===== config.mk =====
export PLATFORM = sky130hd
export DESIGN_NAME = voxel_line_traversal_3d
export DESIGN_NICKNAME = d
export VERILOG_FILES = /design/src/hdl/vlt_pkg.sv /design/src/hdl/vlt_front.sv /design/src/hdl/vlt_queue.sv /design/src/hdl/vlt_walk.sv /design/src/hdl/voxel_line_traversal_3d.sv
export SDC_FILE = /design/constraint.sdc
export NUM_CORES = 2
export LEC_CHECK = 0
export ABC_AREA = 1
export ABC_CLOCK_PERIOD_IN_PS = 18200
export BUFFER_PORTS_ARGS = -buffer_cell sky130_fd_sc_hd__buf_4
export CAP_MARGIN = 20
export CELL_PAD_IN_SITES_DETAIL_PLACEMENT = 1
export CELL_PAD_IN_SITES_GLOBAL_PLACEMENT = 1
export CORE_ASPECT_RATIO = 0.75
export CORE_UTILIZATION = 54
export DETAILED_ROUTE_END_ITERATION = 6
export GPL_ROUTABILITY_DRIVEN = 0
export GPL_TIMING_DRIVEN = 0
export PLACE_DENSITY = 0.95
export SKIP_CTS_REPAIR_TIMING = 1
export SYNTH_ARGS = -nofsm -noshare
export SYNTH_HDL_FRONTEND = slang
export SYNTH_SLANG_ARGS = --single-unit

===== constraint.sdc =====
create_clock -name i_clk -period 18.2 [get_ports i_clk]
set_input_delay 2.73 -clock i_clk [delete_from_list [all_inputs] [get_ports i_clk]]
set_output_delay 2.73 -clock i_clk [all_outputs]
set_load 0.03 [all_outputs]

===== src/hdl/vlt_pkg.sv =====
package vlt_pkg;

    localparam int MaxVoxelsDef = 64;
    localparam int QueueDepth   = 2;

    localparam logic [1:0] AX_X = 2'd0;
    localparam logic [1:0] AX_Y = 2'd1;
    localparam logic [1:0] AX_Z = 2'd2;

    typedef struct packed {
        logic signed [15:0] start_x;
        logic signed [15:0] start_y;
        logic signed [15:0] start_z;
        logic signed [15:0] dir_x;
        logic signed [15:0] dir_y;
        logic signed [15:0] dir_z;
        logic        [15:0] length_limit;
    } t_req;

    typedef struct packed {
        logic signed [7:0] voxel_x;
        logic signed [7:0] voxel_y;
        logic signed [7:0] voxel_z;
        logic              last;
        logic              truncated;
    } t_res;

    // classified line, as handed from the front to the walker
    typedef struct packed {
        logic [2:0][8:0]  fdist;  // |first face - start| in 1/256 voxel
        logic [2:0][15:0] dmag;   // |dir| in 1/16384
        logic [2:0]       neg;    // axis walks downward
        logic [2:0]       nz;     // axis has a nonzero direction
        logic [2:0][7:0]  vox;    // start voxel
        logic [15:0]      lim;
    } t_line;

endpackage


===== src/hdl/vlt_front.sv =====
module vlt_front import vlt_pkg::*; (
    input  t_req  i_req,
    output t_line o_line
);

    logic signed [15:0] pos [3];
    logic signed [15:0] dir [3];
    logic        [7:0]  m   [3];
    logic        [16:0] sum [3];

    assign pos[AX_X] = i_req.start_x;
    assign pos[AX_Y] = i_req.start_y;
    assign pos[AX_Z] = i_req.start_z;
    assign dir[AX_X] = i_req.dir_x;
    assign dir[AX_Y] = i_req.dir_y;
    assign dir[AX_Z] = i_req.dir_z;

    always_comb begin
        o_line.lim = i_req.length_limit;
        for (int a = 0; a < 3; a++) begin
            o_line.nz[a]   = (dir[a] != 16'sd0);
            o_line.neg[a]  = dir[a][15];
            o_line.dmag[a] = dir[a][15] ? (~dir[a] + 16'd1) : dir[a];
            // fraction of the start inside its voxel, offset by half a voxel
            m[a]   = pos[a][7:0] ^ 8'h80;
            sum[a] = {pos[a][15], pos[a]} + 17'd128;
            o_line.vox[a] = sum[a][15:8];
            if (!dir[a][15]) begin
                o_line.fdist[a] = 9'd256 - {1'b0, m[a]};
            end else if (m[a] == 8'd0) begin
                o_line.fdist[a] = 9'd256;   // start on a face: next face one voxel on
            end else begin
                o_line.fdist[a] = {1'b0, m[a]};
            end
        end
    end

endmodule


===== src/hdl/vlt_queue.sv =====
module vlt_queue import vlt_pkg::*; (
    input  logic  i_clk,
    input  logic  i_rst_n,
    input  logic  i_push,
    input  t_line i_data,
    input  logic  i_pop,
    output t_line o_data,
    output logic  o_full,
    output logic  o_avail
);

    t_line      r_mem [QueueDepth];
    logic       r_wp, r_rp;
    logic [1:0] r_cnt;

    assign o_full  = (r_cnt == 2'(QueueDepth));
    assign o_avail = (r_cnt != 2'd0);
    assign o_data  = r_mem[r_rp];

    always_ff @(posedge i_clk) begin
        if (i_push) begin
            r_mem[r_wp] <= i_data;
        end
    end

    always_ff @(posedge i_clk) begin
        if (!i_rst_n) begin
            r_wp  <= 1'b0;
            r_rp  <= 1'b0;
            r_cnt <= 2'd0;
        end else begin
            if (i_push) r_wp <= ~r_wp;
            if (i_pop)  r_rp <= ~r_rp;
            r_cnt <= r_cnt + 2'(i_push) - 2'(i_pop);
        end
    end

endmodule


===== src/hdl/vlt_walk.sv =====
module vlt_walk import vlt_pkg::*; #(
    parameter int MAX_VOXELS = MaxVoxelsDef
) (
    input  logic  i_clk,
    input  logic  i_rst_n,
    input  logic  i_avail,
    input  t_line i_line,
    output logic  o_pop,
    output t_res  o_res,
    output logic  o_strobe
);

    localparam int CW = $clog2(MAX_VOXELS + 1);

    localparam logic [2:0] S_IDLE = 3'd0;
    localparam logic [2:0] S_CHK  = 3'd1;
    localparam logic [2:0] S_C0   = 3'd2;
    localparam logic [2:0] S_C1   = 3'd3;
    localparam logic [2:0] S_C2   = 3'd4;
    localparam logic [2:0] S_STEP = 3'd5;

    logic [2:0]       r_state;
    logic [2:0][15:0] r_dist;
    logic [2:0][15:0] r_dmag;
    logic [2:0]       r_neg, r_nz;
    logic [2:0][7:0]  r_vox;
    logic [2:0][7:0]  r_pend;
    logic [15:0]      r_lim;
    logic [21:0]      r_cur_n;
    logic [15:0]      r_cur_d;
    logic [CW-1:0]    r_count;
    logic [2:0]       r_mask;
    logic [37:0]      r_pa, r_pb;
    logic             r_lt_yx, r_eq_xy, r_lt_zx, r_eq_xz;
    t_res             r_res;
    logic             r_stb;

    logic [21:0] tn [3];
    logic [15:0] td [3];
    logic [1:0]  pi, pj;
    logic        more;
    logic        lt_zy, eq_yz, b_y, b_z;
    logic [1:0]  bi, ai;
    logic [2:0]  tie;
    logic [7:0]  nv;

    always_comb begin
        for (int a = 0; a < 3; a++) begin
            tn[a] = r_nz[a] ? {r_dist[a], 6'b0} : (22'(r_lim) + 22'd256);
            td[a] = r_nz[a] ? r_dmag[a] : 16'd256;
        end
        unique case (r_state)
            S_C0:    begin pi = AX_X; pj = AX_Z; end
            S_C1:    begin pi = AX_Y; pj = AX_Z; end
            default: begin pi = AX_X; pj = AX_Y; end
        endcase
        more  = ({2'b0, r_cur_n, 8'b0} < (32'(r_lim) * 32'(r_cur_d)));
        lt_zy = (r_pb < r_pa);
        eq_yz = (r_pa == r_pb);
        b_y   = r_lt_yx;
        b_z   = b_y ? lt_zy : r_lt_zx;
        if (b_z) begin
            bi  = AX_Z;
            tie = {1'b1, eq_yz, r_eq_xz};
        end else if (b_y) begin
            bi  = AX_Y;
            tie = {eq_yz, 1'b1, r_eq_xy};
        end else begin
            bi  = AX_X;
            tie = {r_eq_xz, r_eq_xy, 1'b1};
        end
        priority if (r_mask[AX_X]) ai = AX_X;
        else if (r_mask[AX_Y])     ai = AX_Y;
        else                       ai = AX_Z;
        nv = r_neg[ai] ? (r_vox[ai] - 8'd1) : (r_vox[ai] + 8'd1);
    end

    assign o_pop    = (r_state == S_IDLE) && i_avail;
    assign o_res    = r_res;
    assign o_strobe = r_stb;

    // datapath
    always_ff @(posedge i_clk) begin
        r_pa <= 38'(tn[pi]) * 38'(td[pj]);
        r_pb <= 38'(tn[pj]) * 38'(td[pi]);
        unique case (r_state)
            S_IDLE: begin
                for (int a = 0; a < 3; a++) begin
                    r_dist[a] <= 16'(i_line.fdist[a]);
                end
                r_dmag  <= i_line.dmag;
                r_neg   <= i_line.neg;
                r_nz    <= i_line.nz;
                r_vox   <= i_line.vox;
                r_pend  <= i_line.vox;
                r_lim   <= i_line.lim;
                r_cur_n <= 22'd0;
                r_cur_d <= 16'd1;
                r_count <= CW'(1);
            end
            S_C0: begin
                r_lt_yx <= (r_pb < r_pa);
                r_eq_xy <= (r_pa == r_pb);
            end
            S_C1: begin
                r_lt_zx <= (r_pb < r_pa);
                r_eq_xz <= (r_pa == r_pb);
            end
            S_C2: begin
                r_cur_n <= tn[bi];
                r_cur_d <= td[bi];
                r_mask  <= tie & r_nz;
            end
            S_STEP: begin
                if (r_mask != 3'd0 && r_count != CW'(MAX_VOXELS)) begin
                    // pending voxel tracks r_vox, so only the stepped axis moves
                    r_vox[ai]     <= nv;
                    r_pend[ai]    <= nv;
                    r_dist[ai]    <= r_dist[ai] + 16'd256;
                    r_count       <= r_count + CW'(1);
                    r_mask[ai]    <= 1'b0;
                end
            end
            default: ;
        endcase
        r_res.voxel_x   <= r_pend[AX_X];
        r_res.voxel_y   <= r_pend[AX_Y];
        r_res.voxel_z   <= r_pend[AX_Z];
        r_res.last      <= (r_state == S_CHK) || (r_count == CW'(MAX_VOXELS));
        r_res.truncated <= (r_state == S_STEP) && (r_count == CW'(MAX_VOXELS));
    end

    // sequencer
    always_ff @(posedge i_clk) begin
        if (!i_rst_n) begin
            r_state <= S_IDLE;
            r_stb   <= 1'b0;
        end else begin
            r_stb <= 1'b0;
            unique case (r_state)
                S_IDLE: if (i_avail) r_state <= S_CHK;
                S_CHK: begin
                    if (more) begin
                        r_state <= S_C0;
                    end else begin
                        r_stb   <= 1'b1;
                        r_state <= S_IDLE;
                    end
                end
                S_C0: r_state <= S_C1;
                S_C1: r_state <= S_C2;
                S_C2: r_state <= S_STEP;
                S_STEP: begin
                    if (r_mask == 3'd0) begin
                        r_state <= S_CHK;
                    end else begin
                        r_stb <= 1'b1;
                        if (r_count == CW'(MAX_VOXELS)) r_state <= S_IDLE;
                    end
                end
                default: r_state <= S_IDLE;
            endcase
        end
    end

endmodule


===== src/hdl/voxel_line_traversal_3d.sv =====
// 3D voxel line walk (face-crossing traversal in exact fixed point).
// Request channel: drive i_req with a line (start Q8.8, direction Q2.14,
// length Q8.8) and raise i_start; the request is taken on a clock edge with
// i_start high and o_busy low. o_busy is high while the two-entry request
// queue is full.
// Result channel: each visited voxel shows on o_res for one cycle with
// o_res_strobe high; the receiver cannot hold results off. o_res.last marks
// the final voxel of a line, o_res.truncated marks a walk cut at MAX_VOXELS.
// Timing: after the walker pops a line it passes S_CHK, S_C0, S_C1, S_C2
// and S_STEP before the start voxel shows (a further round when the first
// round steps no axis; straight from S_CHK when the limit is zero). Each
// face crossing round runs three pairwise distance compares through a
// shared pair of multipliers, then a decision, then steps one voxel per
// cycle and closes the round; the end of a line costs one further check
// in S_CHK.
// The front classifies a request in the cycle it is taken, so up to two
// lines wait while one is walked.
// Reset: queue empties, walker returns to idle, fill_value returns to 1.
// i_cfg_we / i_cfg_data write fill_value.
module voxel_line_traversal_3d import vlt_pkg::*; #(
    parameter int MAX_VOXELS = MaxVoxelsDef
) (
    input  logic        i_clk,
    input  logic        i_rst_n,
    input  logic        i_start,
    input  t_req        i_req,
    output logic        o_busy,
    input  logic        i_cfg_we,
    input  logic [15:0] i_cfg_data,
    output t_res        o_res,
    output logic        o_res_strobe
);

    logic [15:0] r_fill_value;   // fill_value, written through i_cfg_we / i_cfg_data

    t_line line_in, line_out;
    logic  q_full, q_avail, q_pop;

    always_ff @(posedge i_clk) begin
        if (!i_rst_n) begin
            r_fill_value <= 16'd1;
        end else if (i_cfg_we) begin
            r_fill_value <= i_cfg_data;
        end
    end

    assign o_busy = q_full;

    // front: per-axis step direction, first face distance, start voxel
    vlt_front u_front (
        .i_req  (i_req),
        .o_line (line_in)
    );

    vlt_queue u_queue (
        .i_clk   (i_clk),
        .i_rst_n (i_rst_n),
        .i_push  (i_start && !q_full),
        .i_data  (line_in),
        .i_pop   (q_pop),
        .o_data  (line_out),
        .o_full  (q_full),
        .o_avail (q_avail)
    );

    // back: crossing compares and voxel stepping
    vlt_walk #(
        .MAX_VOXELS (MAX_VOXELS)
    ) u_walk (
        .i_clk    (i_clk),
        .i_rst_n  (i_rst_n),
        .i_avail  (q_avail),
        .i_line   (line_out),
        .o_pop    (q_pop),
        .o_res    (o_res),
        .o_strobe (o_res_strobe)
    );

endmodule

==> flow_summary.json, run 1 <==
{
  "io_pins": 160,
  "synth.yosys.warnings": 0,
  "async_reset_ff_share_pct": 0,
  "die_height_um": 281,
  "synth_ff_type": "edfxtp_1",
  "overflow": 211,
  "synth_seq_cells": 547,
  "cts_sinks": 547,
  "die_x_um": 375,
  "io_buffers": 142,
  "syn_area_mm2": 0.0562,
  "synth_edf_count": 436,
  "yosysUniqueCellTypes": 56,
  "cts_root_buf": "clkbuf_16",
  "syn-num-nets": 7644,
  "synth.avg_cell_area_um2": 8.84,
  "cts_max_level": 2,
  "placementRows": 102,
  "error": "[ERROR GRT-0232] Routing congestion too high. Check the congestion heatmap in the GUI.",
  "antenna_found_initial": 58,
  "start_util_pct": 54.4,
  "synth.area.top_cells": "fa_1 27%, edfxtp_1 23%, inv_1 9.6%",
  "netlist_instances": 6356,
  "dp_hpwl_um": 194000,
  "status": "aborted with a tool error",
  "lastStage": "5_1_grt",
  "yosys.area.top_type": "fa_1",
  "track_usage_pct": 70.7,
  "synth-seq-area-share_pct": 27.2,
  "cts_max_path_buffers": 3,
  "grt_max_degree": 33,
  "cts_made_buffers": 58,
  "yosysTopAreaCellShare_pct": 26.7
}
-- metrics by stage --
step	cell area, um2	hold WS (ns)	worst slack, ns	std cells	util, %
detailed placement	59400	0.373	9.23	7872	57.5
CTS	61300	0.388	8.75	7981	59.3
global placement	59000	0.356	6.48	7850	57.1
floorplan	56200	0.340	9.64	6356	-
-- cell families after synthesis --
logic type	share of synthesized area (%)
and+or+nand+nor	14.9
adders and majority gates	35.8
DFF	27.2
AOI/OAI and AO/OA	5.96
xor gates and xnor gates	2.96
buffers and inverters	11.6
muxes	1.62
-- cells in the mapped netlist (8+ instances only) --
cell type	count
a21o_1	10
a21oi_1	159
a31oi_1	69
buf_1	18
buf_2	76
clkbuf_1	138
clkinv_1	8
dfxtp_1	111
edfxtp_1	436
fa_1	751
ha_1	405
inv_1	1437
inv_2	12
mux2_2	73
mux2i_1	9
nand2_1	1369
nand3_1	139
nand3b_1	22
nand4_1	18
nor2_1	476
nor3_1	25
nor4_1	16
o21ai_0	187
o21ai_1	23
o21ai_2	18
o21bai_1	8
o221ai_1	10
o22ai_1	65
or2_2	18
xnor2_1	55
xor2_1	135
-- per-layer routing --
layer  track usage [%]  GRT overflow
met4              69.5            89
met1              68.4             3
met5              41.0             0
met2              85.9           102
met3              59.3            17
==> run 2, diff against run 1 <==
--- a/config.mk
+++ b/config.mk
@@ -9,14 +9,11 @@
 export ABC_CLOCK_PERIOD_IN_PS = 18200
 export BUFFER_PORTS_ARGS = -buffer_cell sky130_fd_sc_hd__buf_4
 export CAP_MARGIN = 20
-export CELL_PAD_IN_SITES_DETAIL_PLACEMENT = 1
-export CELL_PAD_IN_SITES_GLOBAL_PLACEMENT = 1
-export CORE_ASPECT_RATIO = 0.75
-export CORE_UTILIZATION = 54
+export CORE_UTILIZATION = 40
 export DETAILED_ROUTE_END_ITERATION = 6
 export GPL_ROUTABILITY_DRIVEN = 0
 export GPL_TIMING_DRIVEN = 0
-export PLACE_DENSITY = 0.95
+export PLACE_DENSITY_LB_ADDON = 0.15
 export SKIP_CTS_REPAIR_TIMING = 1
 export SYNTH_ARGS = -nofsm -noshare
 export SYNTH_HDL_FRONTEND = slang
==> flow_summary.json, run 2 <==
{
  "status": "complete, no violations",
  "drive_above_1_share_pct": 7.37,
  "cp_data_required_time_ns": 18.76,
  "worst_slew_pin_slew_ns": 1.11,
  "die_x_um": 377,
  "cts_sinks": 547,
  "slowest_delay_ns": 0.83,
  "r2r_slack_ns": 9.81,
  "yosys.area.top_type": "fa_1",
  "die_height_um": 377,
  "setup-violations-final": 0,
  "cts_root_buf": "clkbuf_16",
  "wl_per_cell_um": 20.3,
  "vias": 42700,
  "drtPass1Iterations": 5,
  "cp_slowest_cell": "o21ai_0",
  "cts_made_buffers": 60,
  "layout_commonest_cell": "inv_1",
  "async_reset_ff_share_pct": 0,
  "fin_crit_ns": 8.39,
  "yosysUniqueCellTypes": 56,
  "dp_hpwl_um": 143000,
  "drv_cap": 0,
  "syn_area_mm2": 0.0562,
  "hold_path_depth": 0,
  "io_buffers": 142,
  "num-nets-final": 7872,
  "grt_pass1_vias": 44300,
  "finalCritPeriodShare_pct": 46.1,
  "drc": 0,
  "synth-seq-area-share_pct": 27.2,
  "cts_max_path_buffers": 3,
  "crit_type": "flip-flop to flip-flop",
  "yosysTopAreaCellShare_pct": 26.7,
  "worst-path-buf-inv": 10,
  "cts_max_level": 2,
  "placementRows": 137,
  "io_pins": 160,
  "die-area_mm2": 0.142,
  "synth_edf_count": 436,
  "drt_iter0_markers": 3375,
  "coreArea_mm2": 0.140,
  "r2r-end": "u_walk.r_pb[34]",
  "synth_ff_type": "edfxtp_1",
  "via_per_inst": 5.02,
  "yosys-top-cells-count": "1437 x inv_1, 1369 x nand2_1, 751 x fa_1",
  "netlist_instances": 6356,
  "hold_end": "u_walk.o_res[3]",
  "grt_pass1_wl_um": 265000,
  "min_path_type": "flip-flop to flip-flop",
  "crit_family": "adder cells",
  "syn_to_final_growth_pct": 10.6,
  "fmax_mhz": 119,
  "grt_max_degree": 33,
  "track_usage_pct": 24.7,
  "crit_top_cell": "inv_1",
  "crit_arrival_ns": 8.95,
  "end_kind": "flip-flop",
  "synth.area.top_cells": "fa_1 27%, edfxtp_1 23%, inv_1 9.6%",
  "most-common-layout-cells": "1437 x inv_1, 1369 x nand2_1, 751 x fa_1",
  "cts_tree": "done",
  "largest_registers": "u_queue.r_mem: 242 flops, u_walk.r_dist: 48 flops, u_walk.r_dmag: 48 flops",
  "final_hold_viol_count": 0,
  "hold_start": "u_walk.r_pend[17]",
  "detail-route-antenna-nets": 0,
  "max_slew_margin_pct": 25.6,
  "synth.yosys.warnings": 0,
  "antenna_found_initial": 3,
  "synth.most_common_cell": "inv_1",
  "start_kind": "flip-flop",
  "overflow": 0,
  "setup_tns_ns": 0,
  "path_max_fanout": 10,
  "path_clk_slew_ns": 0.06,
  "largest_reg_flops": 242,
  "clock_latency_ns": 0.68,
  "syn-num-nets": 7644,
  "fin_skew_ns": 0.0543,
  "fin_ws_ns": 9.81,
  "pre_cts_ws_ns": 10.01,
  "reg2reg_depth": 29,
  "regMostFlops": "u_queue.r_mem",
  "r2r-start": "u_walk.r_state[2]",
  "synth_seq_cells": 547,
  "synth.avg_cell_area_um2": 8.84,
  "rsz0062_at_grt": "no",
  "totalWireLength_um": 173000,
  "start_util_pct": 40.3,
  "slew_violations": 0
}
-- run 2: worst max-delay path by stage --
stage,from,to,slack [ns],cells after the start
3_5_place_dp,u_walk.r_state[2],u_walk.r_pb[34],10.01,29
5_1_grt,u_walk.r_lim[6],u_walk.r_pb[34],9.33,28
2_1_floorplan,i_start,u_queue.r_mem[0][0],9.64,2
3_3_place_gp,i_start,u_queue.r_mem[1][72],5.45,3
6_report,u_walk.r_state[2],u_walk.r_pb[34],9.81,29
4_1_cts,u_walk.r_state[2],u_walk.r_pb[34],9.90,29
-- run 2: logic make-up after synthesis --
kind of cell | synth area share [%]
multiplexers | 1.62
AO/OA/AOI/OAI | 5.96
XOR/XNOR | 2.96
AND/OR/NAND/NOR | 14.9
adder cells (fa/ha/maj) | 35.8
buffers and inverters | 11.6
flip-flops | 27.2
-- run 2: per-stage QoR --
stage | hold slack (ns) | util, % | instances | instance area, um2
after floorplan | 0.340 | - | 6356 | 56200
after global placement | 0.349 | 42.7 | 8374 | 59600
after detailed placement | 0.359 | 43.0 | 8396 | 60000
after CTS | 0.378 | 44.5 | 8508 | 62100
after global routing | 0.380 | 44.6 | 8510 | 62200
final | 0.378 | 44.6 | 8512 | 62200
-- run 2: layout make-up --
cell class,instances,area (um2)
fill,13800,77400
multi-input combinational,4112,34400
sequential,547,15300
inverter,1457,5470
tap,1876,2350
clock buffer,86,1740
timing repair buffer,166,1440
buffer,240,1030
clock inverter,26,378
antenna,2,5.00
-- run 2: per-layer routing --
layer / share of wire [%] / track usage [%]
met5: 0.0075 / 0
met4: 3.8 / 8.64
met3: 6.1 / 3.47
met2: 47 / 40.8
met1: 43 / 33.1
-- run 2: worst reg2reg max path: cells and delay by family (launching register included) --
kind	cells	cell delay, ns
flip-flops	1	0.38
XOR/XNOR	1	0.16
buffers and inverters	10	1.65
AND/OR/NAND/NOR	7	0.94
AO/OA/AOI/OAI	4	1.70
adder cells (fa/ha/maj)	7	3.42
Power of run 2 is not shown: default switching activity piles up to over one toggle a cycle in this logic, so the estimate is an artifact.
